<file path="src/kaewm_ram.sv">
// Generic single-write, single-read memory with registered read data.
// No dependencies.
module kaewm_ram #(
    parameter int WIDTH = 8,
    parameter int DEPTH = 16
) (
    input  logic                              clk,
    input  logic                              wr_en,
    input  logic [$clog2(DEPTH > 1 ? DEPTH : 2)-1:0] wr_addr,
    input  logic [WIDTH-1:0]                  wr_data,
    input  logic                              rd_en,
    input  logic [$clog2(DEPTH > 1 ? DEPTH : 2)-1:0] rd_addr,
    output logic [WIDTH-1:0]                  rd_data
);

    logic [WIDTH-1:0] mem [DEPTH];

    always_ff @(posedge clk)
    begin
        if (wr_en)
        begin
            mem[wr_addr] <= wr_data;
        end
        if (rd_en)
        begin
            rd_data <= mem[rd_addr];
        end
    end

endmodule

</file>
<file path="config.mk">
export PLATFORM = sky130hd
export DESIGN_NAME = kaewm_ram
export DESIGN_NICKNAME = d
export VERILOG_FILES = /design/src/kaewm_ram.sv
export SDC_FILE = /design/constraint.sdc
export NUM_CORES = 1
export LEC_CHECK = 0
export BUFFER_PORTS_ARGS = -buffer_cell sky130_fd_sc_hd__buf_2
export CAP_MARGIN = 20
export CORE_MARGIN = 1.5
export CORE_UTILIZATION = 54
export DETAILED_ROUTE_END_ITERATION = 10
export GPL_ROUTABILITY_DRIVEN = 0
export MAX_ROUTING_LAYER = met4
export PLACE_DENSITY = 0.85
export SLEW_MARGIN = 20
export SYNTH_ARGS = -nofsm -noshare
export SYNTH_HDL_FRONTEND = slang
export SYNTH_SLANG_ARGS = --single-unit
</file>
<file path="constraint.sdc">
create_clock -name clk -period 1.8 [get_ports clk]
set_input_delay 0.27 -clock clk [delete_from_list [all_inputs] [get_ports clk]]
set_output_delay 0.27 -clock clk [all_outputs]
set_load 0.02 [all_outputs]
</file>
==> results summary <==
The starting DRC count in detailed routing is 190. The total half-perimeter wirelength after legalization and detailed placement is 6052 um. The first detailed-routing pass ran for 4 iterations. The number of setup buffers added after CTS came out at 0.

The total DRC errors in the routed layout is 0. The internal power is 6.066 mW. In this run the core area contains 35 standard-cell rows. The placeable core region is 0.009328 mm^2. The distinct cell type count after synthesis came out at 18. The floorplan step defined a die boundary enclosing 0.01028 mm^2. Measured against its own limit, the worst slew margin works out to 0.7375. The part of the cycle the worst path needs is 0.8709. The arrival time of the worst setup path is 1810 ps. At the pin with the least slew margin, the transition time is 393.8 ps. The met3 track demand over resource is 0.06694. Of the total power, the share spent switching nets is 0.1852. The critical-path maximum fanout is 1. The time the final worst path needs with I/O delays and setup is 1568 ps.

The final worst-path setup slack is 232.3 ps. The die is 101.4 um wide. The final total power is 7.445 mW.

The part of the total power dissipated in the clock network came out at 0.471. The share of final-layout standard cells stronger than drive strength 1 came out at 0.3167. The switching power summed over all nets is 1.379 mW.

In this run the remaining antenna-violating nets after routing total 0. The clock tree from TritonCTS is done. After synthesis, the mean cell area works out to 22.83 um^2. The number of nets produced by synthesis came out at 248. After synthesis, the cell types taking the most area are sky130_fd_sc_hd__edfxtp_1 78%, sky130_fd_sc_hd__mux4_2 7.8%, sky130_fd_sc_hd__mux4_1 7.0%. The worst setup path is captured at a flop. The max-slew violation count came to 0.

In this run the most used layer during global routing was met2. Using the TritonRoute via totals, the vias-per-cell ratio works out to 5.748. During placement, the flow inserted port buffers numbering 26. The worst IR drop on VDD came out at 0.0006503 V.

The biggest area contributor in the post-synthesis netlist is sky130_fd_sc_hd__edfxtp_1. In the synthesized netlist, the number of instances is 229. Counting the fill cells in the layout gives 570. Timing would allow up to 637.9 MHz. The startpoint kind of the worst setup timing path is a flop.

The detail-routed net length per standard cell is 22.55 um. For this design, the CTS-stage hold fixing added 0 buffers. The root buffer cell is sky130_fd_sc_hd__clkbuf_8. The global-route met2 utilization is 0.3387. The tool flagged a number of max-cap violations equal to 0. For met1 alone, demand over resource in global routing was 0.2768. The overall overflow remaining after global route is 0.

The TritonCTS buffer count is 17. The worst setup path is of the reg -> reg kind. In the final design database the tool counted 308 nets. The area growth from synthesis to final layout is 19.72%. The clock tree skew after final layout came out at 7.440 ps. The antenna diode count is 0.

The pre-CTS worst setup slack is -105.0 ps. The clock-pin slew of the registers on the worst-case setup and hold paths is 60 ps. The final routed wirelength across all metal layers is 9674 um.

The post-synthesis cell area came out at 0.005228 mm^2. The clock sink count is 136. The number of top-level pins is 27. The leakage power came out at 2.144 nW. The required time of the worst setup path is 2040 ps. The count of final hold-check violations came out at 0. The first-pass GRT wire length came out at 14850 um. The largest net degree at the start of global routing came out at 33. The sequential fraction of the synthesis area came out at 0.7812. In the global route stage, overall resource usage came out at 0.2223. The path class of the tightest hold or removal check is in -> reg. The portion of total power attributed to sequential cells came out at 0.482. The initial antenna violation count was 0. Of the post-synthesis cell area, the dominant cell type holds 0.7812. The via total after detailed routing came out at 2466. For this configuration, the core starts out at a cell density of 0.5604.

Setup repair after global routing left no endpoint under its margin. The run finished with clean final reports. The die is 101.4 um tall. At the later pin of the worst-skew pair, clock insertion delay measures 510 ps. The number of H-tree branching levels came out at 4. The most frequent standard cell in the layout excluding fill and tap cells is sky130_fd_sc_hd__edfxtp_1. The part of the total power dissipated in combinational logic is 0.047.

In the layout the commonest cells are 136 x sky130_fd_sc_hd__edfxtp_1, 26 x sky130_fd_sc_hd__buf_2, 22 x sky130_fd_sc_hd__buf_4. The number of failing setup endpoints in the final timing report is 0. The maximum clock path buffer count came out at 2. The power per cell area came out at 1190 mW/mm^2. The count of cells resized by post-cts repair is 0.

The via count of the first global-routing pass came out at 2657. For this run, the number of Yosys warnings is 0. Counting flops and latches in the post-synthesis netlist gives 136.
path summary, 6_finish.rpt:
| path | start | endpoint | slack, ps | cells after the start |
|---|---|---|---|---|
| worst max-delay path | mem[8][3] | rd_data[3] | 230 | 3 |
| worst min register to register | mem[4][0] | rd_data[0] | 750 | 3 |
| worst min-delay path | rd_en | rd_data[5] | 120 | 1 |
| worst max register to register | mem[8][3] | rd_data[3] | 230 | 3 |
logic make-up (layout without fill, tap and decap cells):
| kind of cell | after synthesis | count (layout) | share of synthesized area |
|---|---|---|---|
| AOI/OAI and AO/OA | 16 | 16 | 0.02298 |
| buffers and inverters | 10 | 81 | 0.01651 |
| DFF | 136 | 136 | 0.7812 |
| muxes | 32 | 32 | 0.1479 |
| and+or+nand+nor | 35 | 35 | 0.03136 |
power by group through the flow:
stage | clock [mW] | combinational (mW) | sequential (mW)
6_report | 3.50 | 0.352 | 3.59
5_1_grt | 3.67 | 0.382 | 3.59
4_1_cts | 3.55 | 0.357 | 3.59
3_5_place_dp | 0 | 0.351 | 3.65
3_3_place_gp | 0 | 0.341 | 3.65
2_1_floorplan | 0 | 0.180 | 3.67
per-layer routing:
| layer | up-vias | share of wire |
|---|---|---|
| li1 | 1100 | - |
| met1 | 1253 | 0.39 |
| met2 | 99 | 0.52 |
| met3 | 14 | 0.078 |
| met4 | 0 | 0.018 |
| met5 | - | 0 |
worst max-delay path, stage by stage (launching register included):
cell                       delay (ps)
sky130_fd_sc_hd__edfxtp_1         350
sky130_fd_sc_hd__mux4_1           520
sky130_fd_sc_hd__a22oi_1          290
sky130_fd_sc_hd__nand2_1          140
Yosys cell counts:
library cell / count
sky130_fd_sc_hd__and2_1: 1
sky130_fd_sc_hd__nand2_1: 9
sky130_fd_sc_hd__mux4_1: 14
sky130_fd_sc_hd__nand3b_1: 2
sky130_fd_sc_hd__or3b_2: 1
sky130_fd_sc_hd__and2b_1: 1
sky130_fd_sc_hd__nor2b_1: 1
sky130_fd_sc_hd__clkdlybuf4s25_2: 3
sky130_fd_sc_hd__edfxtp_1: 136
sky130_fd_sc_hd__nor2_1: 13
sky130_fd_sc_hd__nand2b_1: 2
sky130_fd_sc_hd__nand3_1: 1
sky130_fd_sc_hd__buf_2: 3
sky130_fd_sc_hd__mux4_2: 18
sky130_fd_sc_hd__buf_6: 3
sky130_fd_sc_hd__buf_4: 1
sky130_fd_sc_hd__nor3_1: 4
sky130_fd_sc_hd__a22oi_1: 16
area by class of cell:
class | count | area [um^2] | share of cell area
tap | 129 | 161.4 | 0.02579
clock buffer | 18 | 417.9 | 0.06677
timing repair buffer | 51 | 355.3 | 0.05678
clock inverter | 12 | 182.7 | 0.02919
multi-input combinational | 83 | 1057 | 0.1689
sequential | 136 | 4084 | 0.6525
registers in the layout, summed over array words and instances, names as in the netlist:
name and cells:
mem 128, rd_data 8
through the flow:
step	setup TNS [ps]	std cells	cell area, um^2	utilization	hold slack, ps
finish	0	429	6259	0.6710	123.3
global route	0	429	6259	0.6710	104.7
CTS	0	429	6259	0.6710	88.70
detailed placement	-263.9	399	5658	0.6066	648.0
global placement	-53.26	399	5658	0.6066	644.9
floorplan	0	229	5228	-	368.9
(Power assumes the default switching activity.)
