[config.mk]
export PLATFORM = sky130hd
export DESIGN_NAME = kaewm_div
export DESIGN_NICKNAME = d
export VERILOG_FILES = /design/src/kaewm_pkg.sv /design/src/kaewm_div.sv
export SDC_FILE = /design/constraint.sdc
export NUM_CORES = 1
export LEC_CHECK = 0
export BUFFER_PORTS_ARGS = -buffer_cell sky130_fd_sc_hd__buf_2
export CORE_MARGIN = 3
export CORE_UTILIZATION = 40
export DETAILED_ROUTE_END_ITERATION = 6
export PLACE_DENSITY = 0.6
export RECOVER_POWER = 50
export SLEW_MARGIN = 20
export SYNTH_ARGS = -nofsm -noshare
export SYNTH_HDL_FRONTEND = slang
export SYNTH_SLANG_ARGS = --single-unit
[constraint.sdc]
create_clock -name clk -period 3.83 [get_ports clk]
set_clock_uncertainty 0.1 [all_clocks]
set_input_delay 0.383 -clock clk [delete_from_list [all_inputs] [get_ports clk]]
set_output_delay 0.383 -clock clk [all_outputs]
set_load 0.1 [all_outputs]
[src/kaewm_pkg.sv]
// Shared types and constants for the keyed adjusted moving-average block.
// No dependencies; imported by kaewm_div, the top level and the checker.
package kaewm_pkg;

    localparam int NUM_CODES = 256;
    localparam int ADDR_W    = (NUM_CODES > 1) ? $clog2(NUM_CODES) : 1;

    localparam int CODE_W  = 8;
    localparam int TS_W    = 63;
    localparam int SMP_W   = 32;
    localparam int SUM_W   = 64;
    localparam int WGT_W   = 33;
    localparam int MAG_W   = 48;
    localparam int Q_W     = 32;
    localparam int DECAY_W = 16;

    localparam int S_TDATA_W = 96;
    localparam int S_TUSER_W = 9;
    localparam int M_TDATA_W = 32;
    localparam int M_TUSER_W = 2;

    localparam int DIV_STEPS = 32;

    localparam logic [DECAY_W-1:0] DECAY_RESET = 16'h8000;
    localparam logic [WGT_W-1:0]   ONE_Q16     = 33'h0_0001_0000;
    localparam logic [Q_W-1:0]     MEAN_MAX    = 32'h7FFF_FFFF;
    localparam logic [Q_W-1:0]     MEAN_MIN    = 32'h8000_0000;

    typedef struct packed {
        logic [SUM_W-1:0] sum;
        logic [WGT_W-1:0] weight;
        logic [TS_W-1:0]  last_time;
        logic             has_avg;
    } entry_t;

    typedef struct packed {
        logic done;
        logic ovf;
    } div_status_t;

endpackage

[src/kaewm_div.sv]
// Iterative restoring divider: (mag * 2^16) / divisor, one quotient bit a cycle.
// One subtractor does the overflow check and every step. Depends on kaewm_pkg.
module kaewm_div (
    input  logic                         clk,
    input  logic                         rst_n,
    input  logic                         start,
    input  logic [kaewm_pkg::MAG_W-1:0]  mag,
    input  logic [kaewm_pkg::WGT_W-1:0]  divisor,
    output logic [kaewm_pkg::Q_W-1:0]    quot,
    output kaewm_pkg::div_status_t       status
);
    import kaewm_pkg::*;

    localparam int CNT_W = $clog2(DIV_STEPS);

    logic             busy_reg, busy_next;
    logic             chk_reg, chk_next;
    logic             done_reg, done_next;
    logic             ovf_reg, ovf_next;
    logic [CNT_W-1:0] cnt_reg, cnt_next;
    logic [WGT_W-1:0] rem_reg, rem_next;
    logic [Q_W-1:0]   shq_reg, shq_next;
    logic [WGT_W-1:0] dvs_reg, dvs_next;

    logic [WGT_W:0]   sub_a;
    logic [WGT_W+1:0] diff;
    logic             borrow;

    always_comb
    begin
        sub_a  = chk_reg ? {1'b0, rem_reg} : {rem_reg, shq_reg[Q_W-1]};
        diff   = {1'b0, sub_a} - {2'b00, dvs_reg};
        borrow = diff[WGT_W+1];
    end

    always_comb
    begin
        busy_next = busy_reg;
        chk_next  = chk_reg;
        done_next = 1'b0;
        ovf_next  = ovf_reg;
        cnt_next  = cnt_reg;
        rem_next  = rem_reg;
        shq_next  = shq_reg;
        dvs_next  = dvs_reg;
        if (start)
        begin
            busy_next = 1'b1;
            chk_next  = 1'b1;
            ovf_next  = 1'b0;
            cnt_next  = '0;
            rem_next  = {1'b0, mag[MAG_W-1:16]};
            shq_next  = {mag[15:0], 16'h0000};
            dvs_next  = divisor;
        end
        else if (busy_reg && chk_reg)
        begin
            chk_next = 1'b0;
            if (!borrow)
            begin
                ovf_next  = 1'b1;
                busy_next = 1'b0;
                done_next = 1'b1;
            end
        end
        else if (busy_reg)
        begin
            if (!borrow)
            begin
                rem_next = diff[WGT_W-1:0];
            end
            else
            begin
                rem_next = sub_a[WGT_W-1:0];
            end
            shq_next = {shq_reg[Q_W-2:0], ~borrow};
            cnt_next = cnt_reg + 1'b1;
            if (cnt_reg == CNT_W'(DIV_STEPS - 1))
            begin
                busy_next = 1'b0;
                done_next = 1'b1;
            end
        end
    end

    always_ff @(posedge clk or negedge rst_n)
    begin
        if (!rst_n)
        begin
            busy_reg <= 1'b0;
            chk_reg  <= 1'b0;
            done_reg <= 1'b0;
        end
        else
        begin
            busy_reg <= busy_next;
            chk_reg  <= chk_next;
            done_reg <= done_next;
        end
    end

    always_ff @(posedge clk)
    begin
        ovf_reg <= ovf_next;
        cnt_reg <= cnt_next;
        rem_reg <= rem_next;
        shq_reg <= shq_next;
        dvs_reg <= dvs_next;
    end

    assign quot        = shq_reg;
    assign status.done = done_reg;
    assign status.ovf  = ovf_reg;

endmodule

==> implementation parameters <==
Parameter                              Value

GRT
  First-pass GRT wire length ... ~26000 um
  GRT Residual Overflow ... 0
  Pin count of the biggest net entering global routing ... 78
  Number of global-route vias before repair ... 5320
  Aggregate global-route resource usage ... 0.179
  Antenna violations before repair ... 0

Clock tree
  Number of buffers created by CTS ... 9
  TritonCTS clock tree ... yes
  Htree depth ... 3
  Max clock buf depth ... 2
  Clock tree root driver cell ... sky130_fd_sc_hd__clkbuf_16
  Clk_lat worst skew ... between 0.3 and 0.4 ns
  Number of sinks driven by the clock tree ... between 100 and 150
  Register clock-pin slew on the reported worst setup and hold paths ... around 0.080 ns

Min path
  Hold-critical path endpoint ... dvs_reg[28]
  Cell count of the worst hold path ... 1
  Launch point of the worst hold path ... divisor[28]
  Min-Delay Path Class ... in -> reg

Critical path
  Arrival @ worst endpoint ... between 3 and 4 ns
  Flop-to-flop setup slack ... 0.15 ns
  Standard cell with the maximum stage delay on the critical path ... sky130_fd_sc_hd__dfrtp_2
  CP endpoint kind ... flip-flop
  RR Endpoint ... rem_reg[25]
  Category of the worst setup path launch point ... flip-flop
  Critical path start-end classification ... reg -> reg
  Origin of the critical flop-to-flop path ... chk_reg
  Required time of the worst setup path ... around 3.8 ns
  CP max stage delay ... about 0.45 ns
  Cell breakdown of the critical path ... buf_12, mux2_2, ha_1, o21a_1, o31a_1, o311ai_2, nand3_1, a21oi_2, o221ai_1, a31oi_1, xnor2_1, a31o_2
  Worst Reg2Reg Path Length in Cells ... 12
  Highest net fanout along the worst path ... 14

Route
  Routed via count ... around 5400
  DRT Pass-1 Iters ... 5
  Routed wire length ... 16200 um
  Number of remaining DRC errors ... 0
  DR WL/cell ... 15.6 um
  Number of violations reported at the end of detailed-routing iteration 0 ... 307
  Final antenna-violating net count ... 0
  Average via count per standard cell ... 5.23

Floorplan
  Ports placed on the boundary ... approximately 120
  Std cell rows ... 46
  Area inside the core boundary ... 16000 um^2
  Total Die Area ... 18100 um^2
  Initial cell density of the core ... 0.413
  Height of the die ... around 130 um
  Horiz. Die Dim ... 135 um

Run status
  Result of the run ... complete, but fails checks
  Failing checks ... max-capacitance violations, max-slew violations

Final layout
  Fraction of final layout cells sized beyond drive strength 1 ... 0.218
  Non-Filler Cell Area, Final ... about 7800 um^2
  Fill cell count ... between 1500 and 2000
  Area growth, synth to finish ... 18.4%
  Fin util ... 0.489
  FF+latch area ... a little under 3000 um^2
  Number of nets at the end of the flow ... 935
  Number of antenna repair diodes ... 0
  Multi-input gate area ... roughly 3300 um^2

Logic synthesis
  Ys flop type ... sky130_fd_sc_hd__edfxtp_1
  Synthesis-stage register bit count ... about 110
  Synthesis warning total ... 0
  Combined area of all synthesized cells ... ~6600 um^2
  Cell variety after synth ... 63
  Fraction of synthesis flops using an asynchronous set or reset pin ... 0.0280
  Sequential element share of the synthesized area ... 0.449
  EDFF count, synth ... 81
  Count of mapped cells out of synthesis ... 696
  Per-instance average area after synthesis ... ~9.5 um^2
  Syn Nets ... a little over 800

Placed design
  Hpwl dp ... about 12000 um
  GPL Wtd Cong ... approximately 0.91
  Quantity of I/O buffers inserted on ports ... between 100 and 150
  DP Area ... 7540 um^2
  Worst Setup Slack post-DPL ... approximately 0.086 ns

Pwr
  Peak supply drop ... between 0.3 and 0.4 mV
  Switching power as a share of total power ... 0.409
  Combinational fraction of design power ... 0.510
  Internal power ... between 0.002 and 0.003 W
  Pwr/cell area ... roughly 640 nW/um^2
  Sequential share of power ... 0.313
  Clock share of power ... 0.177
  Power dissipated by switching net loads ... 0.00205 W
  Leakage power ... about 3.2 nW

Timing
  Setup TNS ... 0 ns
  Endpoints failing setup ... 0
  FMAX ... between 0.2 and 0.3 GHz
  Final period utilization ... 0.962
  Shortest period the worst path allows ... about 3.7 ns
  Pin slew with the least headroom to its limit ... 1.91 ns
  Smallest setup slack after layout ... ~0.15 ns
  Number of slew-limit violations in the final report ... 41
  Final hold violation count ... 0
  Relative slew slack ... -0.274
  Unrepaired setup endpoints after global routing ... false

Run
  Count of maximum capacitance violations ... 1
## cells by family (layout without fill, tap and decap cells)
logic type / count (synthesis) / after routing / synth area share
compound gates: 196 / 196 / 0.185
simple gates: 189 / 189 / 0.125
flops: 107 / 107 / 0.449
buf+inv: 93 / 217 / 0.0562
mux: 49 / 49 / 0.0810
fa+ha+maj: 36 / 36 / 0.0693
xor+xnor: 26 / 26 / 0.0345
## through the flow
stage | std cells | power, W | hold slack, ns
3_5_place_dp | 1016 | 0.00409 | 0.0991
4_1_cts | 1033 | 0.00500 | 0.0788
5_1_grt | 1036 | 0.00538 | 0.0777
3_3_place_gp | 1016 | 0.00406 | 0.0992
2_1_floorplan | 696 | 0.00347 | -0.0126
6_report | 1036 | 0.00502 | 0.0969
## how the worst max path moves through the flow
| stage | startpoint | end | slack [ns] | cells after the start |
|---|---|---|---|---|
| after floorplan | chk_reg | rem_reg[24] | 0.04 | 14 |
| after global placement | chk_reg | rem_reg[29] | 0.24 | 12 |
| after detailed placement | chk_reg | rem_reg[29] | 0.09 | 11 |
| after CTS | chk_reg | rem_reg[29] | 0.04 | 11 |
| after global routing | chk_reg | rem_reg[6] | 0.004 | 13 |
| final | chk_reg | rem_reg[25] | 0.15 | 12 |
## power by group through the flow
stage	clock network (W)	logic, W	registers (W)
after floorplan	0	0.00172	0.00174
after global placement	0	0.00247	0.00159
after detailed placement	0	0.00249	0.00159
after CTS	0.000922	0.00251	0.00157
after global routing	0.000965	0.00282	0.00159
final	0.000888	0.00256	0.00157
## final cells by class
class | instances | area share
clock buffers | 10 | 0.0293
clock inverters | 6 | 0.00640
inverters | 57 | 0.0277
multi-input cells | 496 | 0.421
flip-flops and latches | 107 | 0.379
well taps | 216 | 0.0345
repair buffers | 144 | 0.101
## cells in the mapped netlist, types with 8 or more instances
cell                       number  area [um^2]
sky130_fd_sc_hd__o21ai_0       48          240
sky130_fd_sc_hd__mux2_2        36          405
sky130_fd_sc_hd__ha_1          35          438
sky130_fd_sc_hd__dfxtp_1       23          460
sky130_fd_sc_hd__xnor2_1       18          158
sky130_fd_sc_hd__edfxtp_1      81         2430
sky130_fd_sc_hd__a31oi_1        9         56.3
sky130_fd_sc_hd__mux2i_1       13          130
sky130_fd_sc_hd__a21oi_1       70          350
sky130_fd_sc_hd__nand2_1      111          417
sky130_fd_sc_hd__inv_1         56          210
sky130_fd_sc_hd__a211oi_1       9         67.6
sky130_fd_sc_hd__nor2_1        32          120
sky130_fd_sc_hd__clkbuf_1      24         90.1
sky130_fd_sc_hd__a21o_1         9         67.6
sky130_fd_sc_hd__xor2_1         8         70.1
sky130_fd_sc_hd__o21a_1         8         60.1
## what timing repair did
action,in CTS,in global routing
hold endpoints to repair,3,0
buffers inserted,0,3
setup endpoints to repair,0,18
hold buffers,1,0
gates resized for setup,0,9
## cells in the final DEF (no fill, tap or decap), types with 5 or more instances in the layout
master                      count
sky130_fd_sc_hd__nand2_1      110
sky130_fd_sc_hd__edfxtp_1      81
sky130_fd_sc_hd__buf_2         81
sky130_fd_sc_hd__a21oi_1       69
sky130_fd_sc_hd__inv_1         56
sky130_fd_sc_hd__o21ai_0       47
sky130_fd_sc_hd__clkbuf_1      37
sky130_fd_sc_hd__mux2_2        36
sky130_fd_sc_hd__ha_1          34
sky130_fd_sc_hd__nor2_1        32
sky130_fd_sc_hd__dfxtp_1       23
sky130_fd_sc_hd__buf_4         21
sky130_fd_sc_hd__xnor2_1       18
sky130_fd_sc_hd__mux2i_1       13
sky130_fd_sc_hd__a31oi_1        9
sky130_fd_sc_hd__a21o_1         9
sky130_fd_sc_hd__clkbuf_16      9
sky130_fd_sc_hd__o21a_1         8
sky130_fd_sc_hd__a211oi_1       8
sky130_fd_sc_hd__xor2_1         8
sky130_fd_sc_hd__nand3_1        7
sky130_fd_sc_hd__nor3_1         7
sky130_fd_sc_hd__and3_1         6
sky130_fd_sc_hd__o21ai_1        5
sky130_fd_sc_hd__o211ai_1       5
sky130_fd_sc_hd__nand4_1        5
sky130_fd_sc_hd__nand2b_1       5
sky130_fd_sc_hd__o21bai_1       5
## critical path: cells and delay by family (launching register included)
family          cells  cell delay (ns)
xor+xnor            1             0.09
fa+ha+maj           1             0.36
flops               1             0.45
simple gates        1             0.14
buf+inv             1             0.17
compound gates      7             1.76
mux                 1             0.35
## metal layers
metal	vias up	GRT usage	share of wire
li1	2724	-	-
met1	2541	0.245	0.47
met2	134	0.287	0.47
met3	17	0.0414	0.044
met4	0	0.0481	0.015
met5	-	0	0
No activity file was read; power rests on OpenSTA's default activity.
